**config.mk**
```make
export PLATFORM = sky130hd
export DESIGN_NAME = crpds_front
export DESIGN_NICKNAME = d
export VERILOG_FILES = /design/src/rtl/core/crpds_pkg.sv /design/src/rtl/core/crpds_front.sv
export SDC_FILE = /design/constraint.sdc
export NUM_CORES = 1
export LEC_CHECK = 0
export CORE_MARGIN = 2
export CORE_UTILIZATION = 52
export DETAILED_ROUTE_END_ITERATION = 7
export DONT_BUFFER_PORTS = 1
export GPL_TIMING_DRIVEN = 0
export PLACE_DENSITY_LB_ADDON = 0.3
export SYNTH_ARGS = -nofsm -noshare
export SYNTH_HDL_FRONTEND = slang
export SYNTH_SLANG_ARGS = --single-unit
```
**constraint.sdc**
```tcl
create_clock -name clock -period 3.95 [get_ports clock]
set_input_delay 0.9875 -clock clock [delete_from_list [all_inputs] [get_ports clock]]
set_output_delay 0.9875 -clock clock [all_outputs]
set_load 0.02 [all_outputs]
```
**src/rtl/core/crpds_pkg.sv**
```systemverilog
package crpds_pkg;

   // request and result payloads
   typedef struct packed {
      logic signed [15:0] sin_yaw;
      logic signed [15:0] cos_yaw;
      logic signed [15:0] sin_pitch;
      logic signed [15:0] cos_pitch;
   } req_type;

   typedef struct packed {
      logic               item_kind;
      logic signed [15:0] screen_x;
      logic signed [15:0] screen_y;
      logic        [15:0] red;
      logic        [15:0] green;
      logic        [15:0] blue;
      logic        [4:0]  vertex_index;
      logic               last;
   } rsp_type;

   // head of the request queue as seen by the back end
   typedef struct packed {
      logic    valid;
      req_type data;
   } queue_head_type;

   // divider status toward the back end
   typedef struct packed {
      logic               done;
      logic signed [15:0] quot;
   } div_result_type;

   localparam int QUEUE_DEPTH_DEFAULT = 2;

   // divider widths: numerator magnitude, denominator, working remainder
   localparam int MAG_W = 50;
   localparam int DEN_W = 36;
   localparam int REM_W = 54;
   localparam int QUOT_W = 16;

   localparam logic [16:0] SCALE_X = 17'd75366;
   localparam logic [17:0] SCALE_Y = 18'd134349;

   localparam logic item_vertex = 1'b0;
   localparam logic item_index  = 1'b1;

   // corner numbers around each face
   localparam logic [2:0] FACE_RING [6][4] = '{
      '{3'd0, 3'd1, 3'd2, 3'd3}, '{3'd5, 3'd4, 3'd7, 3'd6}, '{3'd4, 3'd0, 3'd3, 3'd7},
      '{3'd1, 3'd5, 3'd6, 3'd2}, '{3'd3, 3'd2, 3'd6, 3'd7}, '{3'd4, 3'd5, 3'd1, 3'd0}
   };

   // face colors in hundredths
   localparam logic [6:0] FACE_HUE [6][3] = '{
      '{7'd95, 7'd16, 7'd12}, '{7'd12, 7'd72, 7'd100}, '{7'd20, 7'd95, 7'd36},
      '{7'd100, 7'd42, 7'd10}, '{7'd72, 7'd22, 7'd100}, '{7'd100, 7'd88, 7'd12}
   };

   localparam logic [1:0] TRI_PATTERN [6] = '{2'd0, 2'd1, 2'd2, 2'd2, 2'd3, 2'd0};

   typedef logic [23:0][2:0][15:0] shade_lut_type;

   // shaded colors, one row per emitted vertex, worked out at elaboration
   function automatic shade_lut_type build_shade_lut();
      shade_lut_type lut;
      longint prod;
      lut = '0;
      for (int f = 0; f < 6; f++) begin
         for (int c = 0; c < 4; c++) begin
            for (int ch = 0; ch < 3; ch++) begin
               prod = longint'(FACE_HUE[f][ch]) * longint'(72 + 9 * c) * 64'sd65536;
               lut[f * 4 + c][ch] = 16'((prod + 64'sd5000) / 10000);
            end
         end
      end
      return lut;
   endfunction

   localparam shade_lut_type SHADE_LUT = build_shade_lut();

endpackage

```
**src/rtl/core/crpds_front.sv**
```systemverilog
module crpds_front #(
   parameter int QUEUE_DEPTH = crpds_pkg::QUEUE_DEPTH_DEFAULT
) (
   input  logic                     clock,
   input  logic                     reset,
   input  logic                     start,
   input  crpds_pkg::req_type       req_data,
   input  logic                     pop,
   output logic                     busy,
   output crpds_pkg::queue_head_type head
);
   import crpds_pkg::*;

   localparam int PTR_W = (QUEUE_DEPTH > 1) ? $clog2(QUEUE_DEPTH) : 1;
   localparam int CNT_W = $clog2(QUEUE_DEPTH + 1);

   req_type           entry_ff [QUEUE_DEPTH];
   logic [PTR_W-1:0]  wr_ff, wr_in, rd_ff, rd_in;
   logic [CNT_W-1:0]  count_ff, count_in;
   logic              push, take;

   // accept a request whenever a slot is free
   assign busy = (count_ff == CNT_W'(QUEUE_DEPTH));
   assign push = start && !busy;
   assign take = pop && (count_ff != '0);

   assign head.valid = (count_ff != '0);
   assign head.data  = entry_ff[rd_ff];

   // advance pointers and fill count
   always_comb begin
      wr_in    = wr_ff;
      rd_in    = rd_ff;
      count_in = count_ff;
      if (push) begin
         wr_in = (wr_ff == PTR_W'(QUEUE_DEPTH - 1)) ? '0 : wr_ff + 1'b1;
      end
      if (take) begin
         rd_in = (rd_ff == PTR_W'(QUEUE_DEPTH - 1)) ? '0 : rd_ff + 1'b1;
      end
      if (push && !take) begin
         count_in = count_ff + 1'b1;
      end else if (take && !push) begin
         count_in = count_ff - 1'b1;
      end
   end

   always_ff @(posedge clock) begin
      if (reset) begin
         wr_ff    <= '0;
         rd_ff    <= '0;
         count_ff <= '0;
      end else begin
         wr_ff    <= wr_in;
         rd_ff    <= rd_in;
         count_ff <= count_in;
      end
   end

   // hold the request payload
   always_ff @(posedge clock) begin
      if (push) begin
         entry_ff[wr_ff] <= req_data;
      end
   end

endmodule

```
==> run_results.csv <==
group,metric,value,unit
final_layout,fin_area,5560,um2
power_and_ir_drop,p_comb_frac,0.214,
detailed_routing,wl_per_cell,20.1,um
die,die-area,10100,um2
synthesis,synth_area,4830,um2
synthesis,synth_top_cells_by_area,"edfxtp_1, mux2_2, dfxtp_1",
timing,drv_slew,0,
timing,fmax,0.373,GHz
synthesis,yosysSeqAreaShare,0.816,
power_and_ir_drop,intPower,3030,uW
power_and_ir_drop,seqPwrFrac,0.430,
final_layout,finalNetCount,312,
global_route,grt_pass1_wl,11.0,mm
timing,setup_violations,0,
cts,clk_pin_slew,0.06,ns
final_layout,multi_input_area,836,um2
power_and_ir_drop,p_sw,1210,uW
critical_path,cp_data_arrival_time,1.69,ns
power_and_ir_drop,p_per_area,763,nW/um2
placement,gp_congestion,0.696,
global_route,antenna_found_initial,0,
final_layout,nFillCells,664,
detailed_routing,drt_first_pass_iters,4,
detailed_routing,drt_iter0_drc,62,
die,io_pins,134,
job,maxCapViolations,0,
critical_path,startpoint_type,"register",
die,die_w,100,um
critical_path,path_max_fanout,10,
detailed_routing,routed_wl,7.36,mm
die,die_h,100,um
power_and_ir_drop,netSwitchingFraction,0.285,
synthesis,synth.distinct_cells,15,
cts,cts_hold_buf,0,
timing,min_period,2.68,ns
timing,fin_skew,0.00715,ns
synthesis,synth_nets,293,
cts,cts.sinks,133,
critical_path,r2r_start,"count_ff[1]",
timing,rsz0062_at_grt,"no",
cts,numCtsBuffers,17,
final_layout,drive_gt1_frac,0.408,
die,coreArea,9110,um2
timing,final-hold-violation-count,0,
detailed_routing,ant_nets,0,
detailed_routing,top_layer,"met4",
detailed_routing,num_vias,2005,
placement,dp_slack,1.46,ns
cts,cts.path.max_buffers,2,
placement,placed_area,4980,um2
cts,h-tree-depth,4,
placement,port_buffers,0,
cts,clock_latency,0.50,ns
placement,hpwl,4.52,mm
detailed_routing,vias_per_cell,5.48,
power_and_ir_drop,peakVddDrop,415,uV
timing,tightest_slew,0.882,ns
final_layout,seqCellArea,3940,um2
detailed_routing,wl_met2,3.72,mm
die,num_rows,35,
cts,cts_tree,"done",
critical_path,required,2.96,ns
power_and_ir_drop,leakagePower,0.00185,uW
detailed_routing,drc,0,
critical_path,end_kind,"output port",
global_route,first_global_vias,2142,
cts,cts_resized,0,
timing,whs,0.497,ns
global_route,grt_max_degree,65,
cts,postCtsSetupRepairBufs,0,
synthesis,synth_top_area_cell,"edfxtp_1",
detailed_routing,wirelength_met1,2.79,mm
cts,root_buffer,"clkbuf_8",
synthesis,synth_top_cell_area_share,0.795,
timing,fin_ws,1.27,ns
worst_hold_path,worstHoldStart,"wr_ff",
detailed_routing,wl_met3,782,um
timing,finalCritPeriodShare,0.678,
die,start_util,0.531,
global_route,grt-ovfl-total,0,
critical_path,path_cells,"buf_2, buf_4, mux2_2",
global_route,track_usage,0.152,
final_layout,antennaDiodeCount,0,
critical_path,crit_type,"reg -> out",
synthesis,avgSynthCellArea,21.6,um2
outcome,status,"finished, final reports clean",
synthesis,synthCells,224,
worst_hold_path,hp-class,"reg -> reg",
synthesis,synth-seq-cells,133,
timing,slew_headroom,0.412,
final_layout,area_growth,14.9,%
power_and_ir_drop,pwr-share-clk,0.356,
synthesis,yosysWarnings,0,
critical_path,cpMaxStageDelayCell,"mux2_2",
critical_path,slowest_delay,0.42,ns
==> cell families after synthesis <==
group / share of synthesized area
compound gates: 0.00518
xor+xnor: 0.00544
fa+ha+maj: 0.00259
buf+inv: 0.0119
flops: 0.816
mux: 0.149
simple gates: 0.0101
==> state kept, by name, indices dropped and copies added (netlist names), named ones only <==
register	flops
count_ff	2
entry_ff	128
wr_ff	1
rd_ff	1
==> critical path, delay by kind of cell, from the launching register on <==
| family | cells | cell delay, ns |
|---|---|---|
| buf+inv | 2 | 0.47 |
| mux | 1 | 0.42 |
| flops | 1 | 0.30 |
==> path summary, 6_finish.rpt <==
check	end	slack (ns)	cells past startpoint
worst min register to register	wr_ff	0.50	2
worst max register to register	entry_ff[0][12]	2.00	3
worst max-delay path	head[15]	1.27	3
worst min-delay path	wr_ff	0.50	2
==> synthesized netlist by cell type <==
library cell	count
nor2_1	4
or2_2	1
o21ai_0	3
a21oi_1	2
nor2b_2	1
mux2_2	64
inv_1	2
edfxtp_1	128
xor2_1	3
buf_4	6
dfxtp_1	5
ha_1	1
buf_2	1
or3_1	2
and2_1	1
==> routing by layer <==
layer / track usage / vias to the layer above
li1: - / 918
met1: 0.164 / 986
met2: 0.243 / 95
met3: 0.0891 / 6
met4: 0.0632 / 0
met5: 0 / -
==> cells in the final DEF (no fill, tap or decap), drive strengths merged <==
cell type,synthesis,final
o21ai,3,3
clkbuf,0,18
ha,1,1
dfxtp,5,5
buf,7,7
edfxtp,128,128
inv,2,3
xor2,3,3
a21oi,2,2
or3,2,2
bufinv,0,3
and2,1,1
clkinv,0,7
or2,1,1
nor2b,1,1
nor2,4,4
clkinvlp,0,2
mux2,64,64
==> metrics by stage <==
| step | cells | util | total power, uW | TNS, ns |
|---|---|---|---|---|
| 2_1_floorplan | 224 | - | 2640 | 0 |
| 3_3_place_gp | 335 | 0.546 | 2780 | -0.172 |
| 3_5_place_dp | 335 | 0.547 | 2780 | 0 |
| 4_1_cts | 366 | 0.610 | 4300 | 0 |
| 5_1_grt | 366 | 0.610 | 4400 | 0 |
| 6_report | 366 | 0.610 | 4240 | 0 |
==> power by group through the flow <==
stage	sequential (uW)	clock (uW)	combinational [uW]
floorplan	1840	0	796
global placement	1860	0	922
CTS	1820	1540	931
global route	1840	1590	970
finish	1820	1510	909
detailed placement	1850	0	927
==> layout make-up <==
cell class | instances | share of cell area
well taps | 111 | 0.0250
clock buffers | 18 | 0.0752
clock inverters | 13 | 0.0286
flip-flops and latches | 133 | 0.710
plain buffers | 7 | 0.00901
multi-input cells | 82 | 0.150
inverters | 2 | 0.00180
Note: power is estimated with default switching activity, not from simulation.
